<file path="src/rtl/absb_pkg.sv">
// Shared types and constants of the attribute buffer slot binder.
`default_nettype none

package absb_pkg;

	// Widest walk: the location field is five bits, so neither table exceeds 32 entries.
	localparam int WALK_W     = 6;
	localparam int BUF_W      = 16;
	localparam int SLOT_OUT_W = 5;
	localparam logic [SLOT_OUT_W-1:0] SLOT_NONE = 5'h1F;

	typedef enum logic [2:0] {
		ST_BOUND   = 3'd0,
		ST_UNBOUND = 3'd1,
		ST_IGNORED = 3'd2,
		ST_FULL    = 3'd3,
		ST_CLEARED = 3'd4
	} status_t;

	typedef enum logic [2:0] {
		S_IDLE,
		S_OLD,
		S_SHARE,
		S_RELEASE,
		S_SEARCH,
		S_BIND,
		S_DONE
	} state_t;

	typedef struct packed {
		logic              start;
		logic              en;
		logic [WALK_W-1:0] limit;
	} walk_ctl_t;

	typedef struct packed {
		logic              done;
		logic              run;
		logic              eq;
		logic [WALK_W-1:0] addr;
		logic [WALK_W-1:0] idx;
	} walk_sts_t;

endpackage

`default_nettype wire

</file>
<file path="src/rtl/absb_walk.sv">
// Table walker: address counter, one compare stage and the shared comparator.
`default_nettype none

module absb_walk
	import absb_pkg::*;
(
	input  wire logic             clk,
	input  wire logic             arst_n,
	input  wire walk_ctl_t        ctl,
	input  wire logic [BUF_W-1:0] key,
	input  wire logic [BUF_W-1:0] rd_data,
	output walk_sts_t             sts
);

	logic [WALK_W-1:0] cnt_q;
	logic [WALK_W-1:0] idx_s1;
	logic              run_s1;
	logic              issue;

	// An entry is read each cycle up to the limit; its data is compared in the next cycle.
	assign issue = ctl.en && (cnt_q < ctl.limit);

	always_ff @(posedge clk or negedge arst_n) begin
		if (!arst_n) begin
			cnt_q  <= '0;
			run_s1 <= 1'b0;
		end else if (ctl.start) begin
			cnt_q  <= '0;
			run_s1 <= 1'b0;
		end else begin
			run_s1 <= issue;
			if (issue) begin
				cnt_q <= cnt_q + 1'b1;
			end
		end
	end

	always_ff @(posedge clk) begin
		if (issue) begin
			idx_s1 <= cnt_q;
		end
	end

	assign sts.done = (cnt_q >= ctl.limit);
	assign sts.run  = run_s1;
	assign sts.eq   = (rd_data == key);
	assign sts.addr = cnt_q;
	assign sts.idx  = idx_s1;

endmodule

`default_nettype wire

</file>
<file path="src/rtl/attribute_buffer_slot_binder.sv">
// Top level of the attribute buffer slot binder.
`default_nettype none

// Binds attribute locations to a shared table of buffer slots. Each transfer on the input
// stream is one item and gives exactly one result transfer. A clear item or an ignored
// location (negative or not below LOCATIONS) goes straight to the done state. A bind or unbind
// item is handled by a small sequencer around one shared 16-bit comparator: if the location
// was bound, the location table is walked once to see whether another location still uses
// the old buffer, and when a buffer is given the usable slots (slots_in_use capped at SLOTS)
// are walked once to find the slot that already holds it or the lowest free one. The input
// is not ready while an item is in progress. The result sits in an output register, so a new
// item may be taken while the previous result still waits for its consumer. The slot register
// is written over its own channel, which is always ready, and must only be written while the
// block is idle. After reset every location is unbound, every slot is free and slots_in_use
// reads 16.

module attribute_buffer_slot_binder
	import absb_pkg::*;
#(
	parameter int LOCATIONS = 16,
	parameter int SLOTS     = 16
) (
	input  wire logic        clk,
	input  wire logic        arst_n,
	// Input items.
	input  wire logic        s_tvalid,
	output logic             s_tready,
	input  wire logic [31:0] s_tdata,  // location[4:0], buffer_id[20:5], stream_no[28:21]
	input  wire logic [1:0]  s_tuser,  // operation[0], has_buffer[1]
	// Results.
	output logic             m_tvalid,
	input  wire logic        m_tready,
	output logic [15:0]      m_tdata,  // slot_index[4:0], slot_released[5], released_slot[9:6]
	output logic [2:0]       m_tuser,  // status[2:0]
	// Slot count register.
	input  wire logic        cfg_valid,
	output logic             cfg_ready,
	input  wire logic [4:0]  cfg_data
);

	localparam int LOC_AW  = (LOCATIONS > 1) ? $clog2(LOCATIONS) : 1;
	localparam int SLOT_AW = (SLOTS > 1) ? $clog2(SLOTS) : 1;
	localparam logic [WALK_W-1:0] LOC_LIMIT  = WALK_W'(LOCATIONS);
	localparam logic [WALK_W-1:0] SLOT_LIMIT = WALK_W'(SLOTS);

	state_t state_q, state_d;

	// Slot count register.
	logic [4:0]        slots_in_use_q;
	logic [WALK_W-1:0] usable;

	// Item being worked on.
	logic [LOC_AW-1:0] loc_q;
	logic              has_q;
	logic [BUF_W-1:0]  buf_q;

	// Binding tables: valid bits in flops, payload in small memories.
	logic [LOCATIONS-1:0] loc_bound_q;
	logic [SLOTS-1:0]     slot_occ_q;
	logic [BUF_W-1:0]      loc_buf_mem  [LOCATIONS];
	logic [SLOT_OUT_W-1:0] loc_slot_mem [LOCATIONS];
	logic [BUF_W-1:0]      slot_buf_mem [SLOTS];
	logic [BUF_W-1:0]      loc_buf_rd_q;
	logic [SLOT_OUT_W-1:0] loc_slot_rd_q;
	logic [BUF_W-1:0]      slot_buf_rd_q;
	logic [LOC_AW-1:0]     loc_raddr;

	// Release bookkeeping.
	logic                  was_bound_q;
	logic                  shared_q;
	logic [BUF_W-1:0]      old_buf_q;
	logic [SLOT_OUT_W-1:0] old_slot_q;

	// Search results.
	logic               found_v_q;
	logic               free_v_q;
	logic [SLOT_AW-1:0] found_idx_q;
	logic [SLOT_AW-1:0] free_idx_q;
	logic [SLOT_AW-1:0] bind_slot;

	// Result being built and the output register.
	logic [SLOT_OUT_W-1:0] res_slot_q;
	status_t               res_status_q;
	logic                  res_rel_q;
	logic [3:0]            res_rslot_q;
	logic                  out_valid_q;
	logic [SLOT_OUT_W-1:0] out_slot_q;
	status_t               out_status_q;
	logic                  out_rel_q;
	logic [3:0]            out_rslot_q;

	// Decoded input.
	logic [4:0] in_loc;
	logic       in_op;
	logic       in_loc_ok;
	logic       accept;
	logic       out_free;

	// Sequencer controls.
	walk_ctl_t        wctl;
	walk_sts_t        wsts;
	logic [BUF_W-1:0] cmp_key;
	logic [BUF_W-1:0] cmp_data;
	logic             do_clear;
	logic             do_release;
	logic             bind_ok;

	assign in_loc    = s_tdata[4:0];
	assign in_op     = s_tuser[0];
	assign in_loc_ok = !in_loc[4] && ({1'b0, in_loc} < LOC_LIMIT);
	assign s_tready  = (state_q == S_IDLE);
	assign accept    = s_tvalid && s_tready;
	assign out_free  = !out_valid_q || m_tready;
	assign cfg_ready = 1'b1;

	assign usable = ({1'b0, slots_in_use_q} > SLOT_LIMIT) ? SLOT_LIMIT : {1'b0, slots_in_use_q};

	// The comparator checks the old buffer during the location walk and the new one during
	// the slot walk.
	assign cmp_key  = (state_q == S_SHARE) ? old_buf_q : buf_q;
	assign cmp_data = (state_q == S_SHARE) ? loc_buf_rd_q : slot_buf_rd_q;

	absb_walk u_walk (
		.clk     (clk),
		.arst_n  (arst_n),
		.ctl     (wctl),
		.key     (cmp_key),
		.rd_data (cmp_data),
		.sts     (wsts)
	);

	assign do_clear   = accept && in_op;
	// A slot is freed only when no other bound location uses its buffer.
	assign do_release = (state_q == S_RELEASE) && was_bound_q && !shared_q
		&& ({1'b0, old_slot_q} < SLOT_LIMIT);
	assign bind_ok    = (state_q == S_BIND) && (found_v_q || free_v_q);
	assign bind_slot  = found_v_q ? found_idx_q : free_idx_q;

	always_ff @(posedge clk or negedge arst_n) begin
		if (!arst_n) begin
			state_q <= S_IDLE;
		end else begin
			state_q <= state_d;
		end
	end

	always_comb begin
		state_d    = state_q;
		wctl.start = 1'b0;
		wctl.en    = 1'b0;
		wctl.limit = '0;
		case (state_q)
			S_IDLE: begin
				if (s_tvalid) begin
					state_d = (in_op || !in_loc_ok) ? S_DONE : S_OLD;
				end
			end
			S_OLD: begin
				if (loc_bound_q[loc_q]) begin
					wctl.start = 1'b1;
					state_d    = S_SHARE;
				end else begin
					state_d = S_RELEASE;
				end
			end
			S_SHARE: begin
				wctl.en    = 1'b1;
				wctl.limit = LOC_LIMIT;
				if (wsts.done) begin
					state_d = S_RELEASE;
				end
			end
			S_RELEASE: begin
				if (has_q) begin
					wctl.start = 1'b1;
					state_d    = S_SEARCH;
				end else begin
					state_d = S_DONE;
				end
			end
			S_SEARCH: begin
				wctl.en    = 1'b1;
				wctl.limit = usable;
				if (wsts.done) begin
					state_d = S_BIND;
				end
			end
			S_BIND: begin
				state_d = S_DONE;
			end
			S_DONE: begin
				if (out_free) begin
					state_d = S_IDLE;
				end
			end
			default: begin
				state_d = S_IDLE;
			end
		endcase
	end

	always_ff @(posedge clk or negedge arst_n) begin
		if (!arst_n) begin
			slots_in_use_q <= 5'd16;
		end else if (cfg_valid && cfg_ready) begin
			slots_in_use_q <= cfg_data;
		end
	end

	// Bound and occupied bits.
	always_ff @(posedge clk or negedge arst_n) begin
		if (!arst_n) begin
			loc_bound_q <= '0;
			slot_occ_q  <= '0;
		end else begin
			if (do_clear) begin
				loc_bound_q <= '0;
				slot_occ_q  <= '0;
			end
			if (state_q == S_OLD) begin
				loc_bound_q[loc_q] <= 1'b0;
			end
			if (do_release) begin
				slot_occ_q[old_slot_q[SLOT_AW-1:0]] <= 1'b0;
			end
			if (bind_ok) begin
				loc_bound_q[loc_q] <= 1'b1;
				if (!found_v_q) begin
					slot_occ_q[bind_slot] <= 1'b1;
				end
			end
		end
	end

	// Location memories are read at the incoming location on acceptance and at the walk
	// address otherwise.
	assign loc_raddr = (state_q == S_IDLE) ? in_loc[LOC_AW-1:0] : wsts.addr[LOC_AW-1:0];

	always_ff @(posedge clk) begin
		if (bind_ok) begin
			loc_buf_mem[loc_q]  <= buf_q;
			loc_slot_mem[loc_q] <= SLOT_OUT_W'(bind_slot);
		end
		loc_buf_rd_q  <= loc_buf_mem[loc_raddr];
		loc_slot_rd_q <= loc_slot_mem[loc_raddr];
	end

	always_ff @(posedge clk) begin
		if (bind_ok && !found_v_q) begin
			slot_buf_mem[bind_slot] <= buf_q;
		end
		slot_buf_rd_q <= slot_buf_mem[wsts.addr[SLOT_AW-1:0]];
	end

	// Item capture and the bookkeeping of both walks.
	always_ff @(posedge clk or negedge arst_n) begin
		if (!arst_n) begin
			was_bound_q <= 1'b0;
			shared_q    <= 1'b0;
			found_v_q   <= 1'b0;
			free_v_q    <= 1'b0;
		end else begin
			if (state_q == S_OLD) begin
				was_bound_q <= loc_bound_q[loc_q];
				shared_q    <= 1'b0;
			end
			if ((state_q == S_SHARE) && wsts.run && wsts.eq
				&& loc_bound_q[wsts.idx[LOC_AW-1:0]]) begin
				shared_q <= 1'b1;
			end
			if (state_q == S_RELEASE) begin
				found_v_q <= 1'b0;
				free_v_q  <= 1'b0;
			end
			if ((state_q == S_SEARCH) && wsts.run && !found_v_q) begin
				if (slot_occ_q[wsts.idx[SLOT_AW-1:0]]) begin
					if (wsts.eq) begin
						found_v_q <= 1'b1;
					end
				end else if (!free_v_q) begin
					free_v_q <= 1'b1;
				end
			end
		end
	end

	always_ff @(posedge clk) begin
		if (accept) begin
			loc_q <= in_loc[LOC_AW-1:0];
			has_q <= s_tuser[1];
			buf_q <= s_tdata[20:5];
		end
		if (state_q == S_OLD) begin
			old_buf_q  <= loc_buf_rd_q;
			old_slot_q <= loc_slot_rd_q;
		end
		if ((state_q == S_SEARCH) && wsts.run && !found_v_q) begin
			if (slot_occ_q[wsts.idx[SLOT_AW-1:0]] && wsts.eq) begin
				found_idx_q <= wsts.idx[SLOT_AW-1:0];
			end else if (!slot_occ_q[wsts.idx[SLOT_AW-1:0]] && !free_v_q) begin
				free_idx_q <= wsts.idx[SLOT_AW-1:0];
			end
		end
	end

	// Result assembly.
	always_ff @(posedge clk or negedge arst_n) begin
		if (!arst_n) begin
			res_slot_q   <= SLOT_NONE;
			res_status_q <= ST_IGNORED;
			res_rel_q    <= 1'b0;
			res_rslot_q  <= '0;
		end else begin
			if (accept) begin
				res_slot_q  <= SLOT_NONE;
				res_rel_q   <= 1'b0;
				res_rslot_q <= '0;
				if (in_op) begin
					res_status_q <= ST_CLEARED;
				end else if (!in_loc_ok) begin
					res_status_q <= ST_IGNORED;
				end
			end
			if (do_release) begin
				res_rel_q   <= 1'b1;
				res_rslot_q <= old_slot_q[3:0];
			end
			if ((state_q == S_RELEASE) && !has_q) begin
				res_status_q <= ST_UNBOUND;
			end
			if (state_q == S_BIND) begin
				if (bind_ok) begin
					res_status_q <= ST_BOUND;
					res_slot_q   <= SLOT_OUT_W'(bind_slot);
				end else begin
					res_status_q <= ST_FULL;
				end
			end
		end
	end

	// Output register: loaded once the item is finished and the previous result has gone.
	always_ff @(posedge clk or negedge arst_n) begin
		if (!arst_n) begin
			out_valid_q <= 1'b0;
		end else if ((state_q == S_DONE) && out_free) begin
			out_valid_q <= 1'b1;
		end else if (m_tready) begin
			out_valid_q <= 1'b0;
		end
	end

	always_ff @(posedge clk) begin
		if ((state_q == S_DONE) && out_free) begin
			out_slot_q   <= res_slot_q;
			out_status_q <= res_status_q;
			out_rel_q    <= res_rel_q;
			out_rslot_q  <= res_rslot_q;
		end
	end

	assign m_tvalid = out_valid_q;
	assign m_tdata  = {6'd0, out_rslot_q, out_rel_q, out_slot_q};
	assign m_tuser  = out_status_q;

	// An accepted item keeps the input closed for at least the following cycle.
	a_busy_after_accept: assert property (@(posedge clk) disable iff (!arst_n)
		(s_tvalid && s_tready) |=> !s_tready)
		else $error("input ready straight after an accepted item");

	// The location walk only runs for a location that was bound.
	a_share_needs_bound: assert property (@(posedge clk) disable iff (!arst_n)
		(state_q == S_SHARE) |-> was_bound_q)
		else $error("sharing walk for an unbound location");

	// Only a bound result carries a slot.
	a_slot_none: assert property (@(posedge clk) disable iff (!arst_n)
		(out_valid_q && (out_status_q != ST_BOUND)) |-> (out_slot_q == SLOT_NONE))
		else $error("slot reported for a result that is not bound");

	// Clear and ignored items never free a slot.
	a_no_release: assert property (@(posedge clk) disable iff (!arst_n)
		(out_valid_q && ((out_status_q == ST_CLEARED) || (out_status_q == ST_IGNORED)))
		|-> !out_rel_q)
		else $error("release reported for a clear or ignored item");

endmodule

`default_nettype wire
</file>
<file path="config.mk">
export PLATFORM = sky130hd
export DESIGN_NAME = attribute_buffer_slot_binder
export DESIGN_NICKNAME = d
export VERILOG_FILES = /design/src/rtl/absb_pkg.sv /design/src/rtl/absb_walk.sv /design/src/rtl/attribute_buffer_slot_binder.sv
export SDC_FILE = /design/constraint.sdc
export NUM_CORES = 1
export LEC_CHECK = 0
export BUFFER_PORTS_ARGS = -buffer_cell sky130_fd_sc_hd__buf_2
export CAP_MARGIN = 20
export CELL_PAD_IN_SITES_DETAIL_PLACEMENT = 2
export CELL_PAD_IN_SITES_GLOBAL_PLACEMENT = 2
export CORE_MARGIN = 2
export CORE_UTILIZATION = 48
export CTS_CLUSTER_DIAMETER = 30
export DETAILED_ROUTE_END_ITERATION = 16
export GPL_TIMING_DRIVEN = 0
export PLACE_DENSITY = 0.77
export SLEW_MARGIN = 20
export SYNTH_ARGS = -nofsm -noshare
export SYNTH_HDL_FRONTEND = slang
export SYNTH_SLANG_ARGS = --single-unit
</file>
<file path="constraint.sdc">
create_clock -name clk -period 4.71 [get_ports clk]
set_clock_uncertainty 0.05 [all_clocks]
set_input_delay 0.942 -clock clk [delete_from_list [all_inputs] [get_ports clk]]
set_output_delay 0.942 -clock clk [all_outputs]
set_load 0.03 [all_outputs]
</file>
==> results of run 1 <==
[synth_stat cells, types with 4 or more instances]
cell	count	area, um2
mux4_2	91	2050
o22ai_1	81	507
ha_1	6	75.1
nor2_1	46	173
edfxtp_1	642	19300
nand2_1	55	206
buf_4	8	60.1
buf_6	9	101
a31o_2	15	131
dfxtp_1	36	721
a21oi_1	8	40.0
nor3_1	14	70.1
a22o_1	5	43.8
inv_1	10	37.5
nand4_1	7	43.8
mux2_2	10	113
clkbuf_1	42	158
mux2i_1	170	1700
a31o_1	15	131
xnor2_1	32	280
or4_1	21	158
nand3_1	21	105
nand2b_1	6	37.5
o21ai_0	12	60.1
nor3b_1	5	37.5
dfrtp_1	58	1450
buf_1	4	15.0
dfstp_2	7	184
buf_2	16	80.1
nand3b_1	6	45.0
nor2b_1	8	50.1
nor4_1	5	31.3
[kinds of logic after synthesis]
group,synth area share (%)
flip-flops,75.8
other,0.0263
adder cells (fa/ha/maj),0.263
multiplexers,13.5
buffers and inverters,1.61
AND/OR/NAND/NOR,3.81
XOR/XNOR,1.07
AO/OA/AOI/OAI,3.86
[area by class of cell]
cell class,instances,area [um2]
Clock buffer,184,4040
Clock inverter,86,1100
Multi-Input combinational cell,691,6680
Timing Repair Buffer,100,967
Fill cell,4703,23000
Inverter,11,41.3
Sequential cell,743,21600
Tap cell,773,967
Antenna cell,2,5.00
Buffer,80,422
[worst reg2reg max path: stages, from the launching register on]
cell	delay, ns
dfrtp_1	0.41
clkbuf_1	0.44
buf_2	0.47
buf_1	0.81
inv_1	0.24
ha_1	0.27
nor3_1	0.54
nor3_2	0.31
o31ai_1	0.45
[final timing paths]
path	to	cells past startpoint
setup / recovery	u_walk.cnt_q[0]$_DFFE_PN0P_	8
hold / removal	slots_in_use_q[0]$_DFFE_PN0P_	1
setup reg to reg	u_walk.cnt_q[0]$_DFFE_PN0P_	8
hold reg to reg	old_slot_q[0]$_DFFE_PP_	0
max in group asynchronous	res_slot_q[4]$_DFF_PN1_	2
min in group clk	buf_q[1]$_DFFE_PP_	1
[state kept, by name, indices dropped and copies added (netlist names), 6 cells and up]
name	flops
buf_q	16
loc_bound_q	16
loc_buf_mem	256
loc_buf_rd_q	16
loc_slot_mem	64
old_buf_q	16
slot_buf_mem	256
slot_buf_rd_q	16
slot_occ_q	16
u_walk.cnt_q	6
[per-layer routing]
metal  part of all wire [%]  global-route usage [%]  vias to the layer above
li1                       -                       -                     6673
met1                     37                    41.0                     9293
met2                     52                    61.1                      905
met3                    6.4                    8.38                      321
met4                    4.8                    15.5                       10
met5                  0.061                       0                        -
[per-stage QoR]
stage	hold WS, ns	worst slack, ns
finish	0.164	0.602
global route	0.178	0.423
CTS	0.136	0.782
detailed placement	0.343	0.868
global placement	0.345	-0.991
floorplan	0.336	1.16
[power by group]
part	switching (W)	internal [W]	total, W
clock	0.00389	0.00734	0.0112
combinational	0.00308	0.00184	0.00492
sequential	0.000433	0.00776	0.00820
total	0.00740	0.0169	0.0243
==> impl_metrics.env, run 1 <==
export IMPL_fmax_mhz=243
export IMPL_cts_resized_gates=0
export IMPL_fp_dieH_um=248
export IMPL_gp_congestion=0.814
export IMPL_grt_pass1_wl_mm=147
export IMPL_route_detailed_drc=0
export IMPL_cts_sinks=743
export IMPL_final_common_cell="edfxtp_1"
export IMPL_dp_hpwl_mm=55.6
export IMPL_start_kind="flip-flop"
export IMPL_crit_arrival_ns=4.64
export IMPL_synth_top_flop_cell="edfxtp_1"
export IMPL_clk_latency_ns=0.73
export IMPL_setup_tns_ns=0
export IMPL_htreeDepth=4
export IMPL_fin_util_pct=60.9
export IMPL_syn_inst=1520
export IMPL_grt_max_degree=35
export IMPL_max_cap_violations=0
export IMPL_wl_per_cell_um=40.1
export IMPL_yosys_warnings=0
export IMPL_io_pins=66
export IMPL_cp_slowest_stage_delay_ns=0.80
export IMPL_via_per_inst=6.44
export IMPL_outcome="finished, final reports clean"
export IMPL_initialDrtViolationCount=1755
export IMPL_crit_path_end_kind="flip-flop"
export IMPL_relSlewSlack_pct=29.3
export IMPL_critical_path_required_ns=5.24
export IMPL_dp_cells=2380
export IMPL_final_max_slew_viol_count=0
export IMPL_path_delay_family="buffers and inverters"
export IMPL_hold_violations=0
export IMPL_avgSynthCellArea_um2=18.8
export IMPL_crit_type="flip-flop to flip-flop"
export IMPL_synthArstFlopShare_pct=8.75
export IMPL_crit_start="u_walk.cnt_q[0]$_DFFE_PN0P_"
export IMPL_yosysSeqAreaShare_pct=75.8
export IMPL_power_total_w=0.0243
export IMPL_max_vdd_ir_drop_mv=0.449
export IMPL_io_buffers=47
export IMPL_grt_total_usage_pct=34.9
export IMPL_grt_pass1_vias=19100
export IMPL_cts_root_buf="clkbuf_16"
export IMPL_clock_path_buffers=3
export IMPL_cp_num_buf_inv=4
export IMPL_dpl_cell_area_um2=30400
export IMPL_grt_antenna_before_repair=11
export IMPL_drive_above_1_share_pct=28.5
export IMPL_post_cts_buffers=0
export IMPL_rows=89
export IMPL_final_cells=2670
export IMPL_hold_buffers=0
export IMPL_hp_class="input pin to asynchronous set/reset pin"
export IMPL_antenna_left=0
export IMPL_rsz0062_at_grt="false"
export IMPL_cts_buffers=146
export IMPL_r2r_slack_ns=0.60
export IMPL_die_w_um=248
export IMPL_fin_crit_sh_pct=87.2
export IMPL_final_cell_area_um2=35900
export IMPL_start_util_pct=48.4
export IMPL_synth_edff_count=642
export IMPL_vias=17200
export IMPL_synthesis_area_um2=28500
export IMPL_mostFrequentLayoutCells="642 x edfxtp_1, 170 x mux2i_1, 154 x clkbuf_16"
export IMPL_grt_overflow_total=0
export IMPL_powerDensity_nw_per_um2=679
export IMPL_finalSetupViolCount=0
export IMPL_die_area_um2=61400
export IMPL_slowest_stage="buf_1"
export IMPL_firstDrtPassIters=5
export IMPL_r2r_start="u_walk.cnt_q[0]$_DFFE_PN0P_"
export IMPL_fp_coreArea_um2=58900
export IMPL_drt_total_wl_mm=107
export IMPL_yosys_cell_types_count=60
export IMPL_synthToLayoutAreaGrowth_pct=25.7
export IMPL_tightest_slew_ns=1.06
export IMPL_p_leak_nw=12.8
export IMPL_num_nets_final=1823
export IMPL_synth_seq_cells=743
export IMPL_path_cells="clkbuf_1 -> buf_2 -> buf_1 -> inv_1 -> ha_1 -> nor3_1 -> nor3_2 -> o31ai_1"
export IMPL_cts_tree="yes"
export IMPL_fin_crit_ns=4.11
export IMPL_cts_clk_slew_worst_paths_ns=0.05
export IMPL_cp_max_fo=11
No activity file was read; power rests on OpenSTA's default activity.
==> run 2: changes to the inputs <==
--- a/config.mk
+++ b/config.mk
@@ -9,11 +9,13 @@
 export CAP_MARGIN = 20
 export CELL_PAD_IN_SITES_DETAIL_PLACEMENT = 2
 export CELL_PAD_IN_SITES_GLOBAL_PLACEMENT = 2
-export CORE_MARGIN = 2
+export CORE_MARGIN = 5
 export CORE_UTILIZATION = 48
 export CTS_CLUSTER_DIAMETER = 30
 export DETAILED_ROUTE_END_ITERATION = 16
+export GPL_ROUTABILITY_DRIVEN = 0
 export GPL_TIMING_DRIVEN = 0
+export MAX_ROUTING_LAYER = met4
 export PLACE_DENSITY = 0.77
 export SLEW_MARGIN = 20
 export SYNTH_ARGS = -nofsm -noshare
==> run 2 against run 1 <==
Routed wire length shrank 3.2%. Sequential power is essentially flat. Highest routed layer is now met4. Worst hold slack worse by 0.056 ns. Critical path depth rose by 1. Final cell count rose by 0.60%. Maximum frequency grew 3.9%.
==> impl_metrics.env, run 2 (same netlist as run 1, synthesis figures left out) <==
export IMPL_drt_met1_wl_mm=38.9
export IMPL_tightest_slew_ns=1.13
export IMPL_fp_dieH_um=254
export IMPL_powerDensity_nw_per_um2=670
export IMPL_io_pins=66
export IMPL_seqCellArea_um2=21600
export IMPL_io_buffers=47
export IMPL_max_vdd_ir_drop_mv=0.395
export IMPL_hold_violations=0
export IMPL_start_util_pct=48.4
export IMPL_antenna_left=0
export IMPL_cp_max_fo=11
export IMPL_outcome="finished, final reports clean"
export IMPL_grt_pass1_wl_mm=148
export IMPL_start_kind="flip-flop"
export IMPL_grt_pass1_vias=19100
export IMPL_synthToLayoutAreaGrowth_pct=26.2
export IMPL_crit_arrival_ns=4.55
export IMPL_cts_tree="yes"
export IMPL_max_cap_violations=0
export IMPL_initialDrtViolationCount=1946
export IMPL_multi_input_area_um2=6680
export IMPL_crit_type="flip-flop to flip-flop"
export IMPL_grt_total_usage_pct=33.5
export IMPL_fin_crit_sh_pct=83.9
export IMPL_final_cell_area_um2=36000
export IMPL_rows=89
export IMPL_cts_buffers=151
export IMPL_path_cells="clkbuf_1 -> buf_2 -> buf_1 -> inv_1 -> ha_1 -> nor3_1 -> nor3_2 -> o2bb2ai_1 -> a31oi_1"
export IMPL_dp_cells=2386
export IMPL_largestRegisters="loc_buf_mem x256, slot_buf_mem x256, loc_slot_mem x64"
export IMPL_clock_path_buffers=3
export IMPL_final_common_cell="edfxtp_1"
export IMPL_hold_buffers=0
export IMPL_fin_crit_ns=3.95
export IMPL_htreeDepth=4
export IMPL_fp_coreArea_um2=58900
export IMPL_nFillCells=4673
export IMPL_fmax_mhz=253
export IMPL_clk_latency_ns=0.74
export IMPL_relSlewSlack_pct=24.8
export IMPL_vias=17200
export IMPL_grt_antenna_before_repair=5
export IMPL_crit_path_end_kind="flip-flop"
export IMPL_cp_slowest_stage_delay_ns=0.69
export IMPL_dp_hpwl_mm=56.4
export IMPL_firstDrtPassIters=5
export IMPL_highest_layer="met4"
export IMPL_grt_max_degree=36
export IMPL_post_cts_buffers=0
export IMPL_die_w_um=254
export IMPL_cts_sinks=743
export IMPL_wl_per_cell_um=38.6
export IMPL_drive_above_1_share_pct=29.2
export IMPL_final_max_slew_viol_count=0
export IMPL_setup_tns_ns=0
export IMPL_critical_path_required_ns=5.31
export IMPL_via_per_inst=6.40
export IMPL_mostFrequentLayoutCells="642 x edfxtp_1, 170 x mux2i_1, 158 x clkbuf_16"
export IMPL_hp_class="input pin to asynchronous set/reset pin"
export IMPL_slowest_stage="buf_1"
export IMPL_drt_total_wl_mm=104
export IMPL_cts_clk_slew_worst_paths_ns=0.06
export IMPL_p_leak_nw=12.9
export IMPL_final_cells=2686
export IMPL_num_nets_final=1833
export IMPL_cts_root_buf="clkbuf_16"
export IMPL_dpl_cell_area_um2=30500
export IMPL_finalSetupViolCount=0
export IMPL_cts_resized_gates=0
export IMPL_route_detailed_drc=0
export IMPL_rsz0062_at_grt="false"
export IMPL_route_met2_wl_mm=54.3
export IMPL_wl_met3_mm=6.67
export IMPL_die_area_um2=64400
export IMPL_grt_overflow_total=0
-- run 2: cell types whose count changed in the layout (fill, tap and decap cells not counted), sizes merged --
| cell | change |
|---|---|
| bufinv | -5 |
| clkinv | +9 |
| clkbuf | +1 |
| buf | +5 |
| diode | +2 |
| inv | +4 |
-- run 2: path summary, 6_finish.rpt --
kind	startpoint	to	slack (ns)	depth (start not counted)
setup / recovery	u_walk.cnt_q[0]$_DFFE_PN0P_	state_q[0]$_DFFE_PN0P_	0.76	9
hold / removal	arst_n	m_tvalid$_DFFE_PN0P_	0.11	1
setup reg to reg	u_walk.cnt_q[0]$_DFFE_PN0P_	state_q[0]$_DFFE_PN0P_	0.76	9
hold reg to reg	loc_slot_rd_q[0]$_DFF_P_	old_slot_q[0]$_DFFE_PP_	0.37	0
max in group asynchronous	arst_n	slots_in_use_q[4]$_DFFE_PN1P_	3.87	2
min in group clk	s_tdata[14]	buf_q[9]$_DFFE_PP_	0.33	1
-- run 2: where the power goes --
part / total (W) / switching (W) / internal, W
Combinational: 0.00481 / 0.00299 / 0.00183
Clock: 0.0111 / 0.00391 / 0.00722
Sequential: 0.00819 / 0.000428 / 0.00776
Total: 0.0241 / 0.00732 / 0.0168
-- run 2: stage by stage --
stage | util, % | power, W | hold WS, ns | setup slack, ns
final | 61.1 | 0.0241 | 0.108 | 0.756
after detailed placement | 51.9 | 0.0127 | 0.346 | 0.911
after global placement | 50.5 | 0.0124 | 0.343 | -0.946
after CTS | 60.7 | 0.0241 | 0.0977 | 0.732
after global routing | 61.1 | 0.0248 | 0.121 | 0.474
after floorplan | - | 0.0111 | 0.336 | 1.16
-- run 2: worst max-delay path: cells and delay by family, from the launching register on --
| family | cells | cell delay [ns] |
|---|---|---|
| DFF | 1 | 0.38 |
| adders and majority gates | 1 | 0.25 |
| and+or+nand+nor | 2 | 0.90 |
| buffers and inverters | 4 | 1.83 |
| AOI/OAI and AO/OA | 2 | 0.43 |
-- run 2: per-layer routing --
metal | vias to the layer above | track usage, %
met3 | 249 | 6.88
met1 | 9291 | 40.1
li1 | 6716 | -
met2 | 944 | 57.1
met4 | 0 | 11.9
met5 | - | -
-- run 2: area by class of cell --
| class | instances | area share, % |
|---|---|---|
| flip-flops and latches | 743 | 60.1 |
| multi-input cells | 691 | 18.6 |
| clock buffers | 185 | 11.4 |
| clock inverters | 94 | 2.99 |
| repair buffers | 105 | 2.94 |
| well taps | 773 | 2.69 |
| plain buffers | 80 | 1.17 |
| inverters | 11 | 0.115 |
| diodes | 4 | 0.0278 |
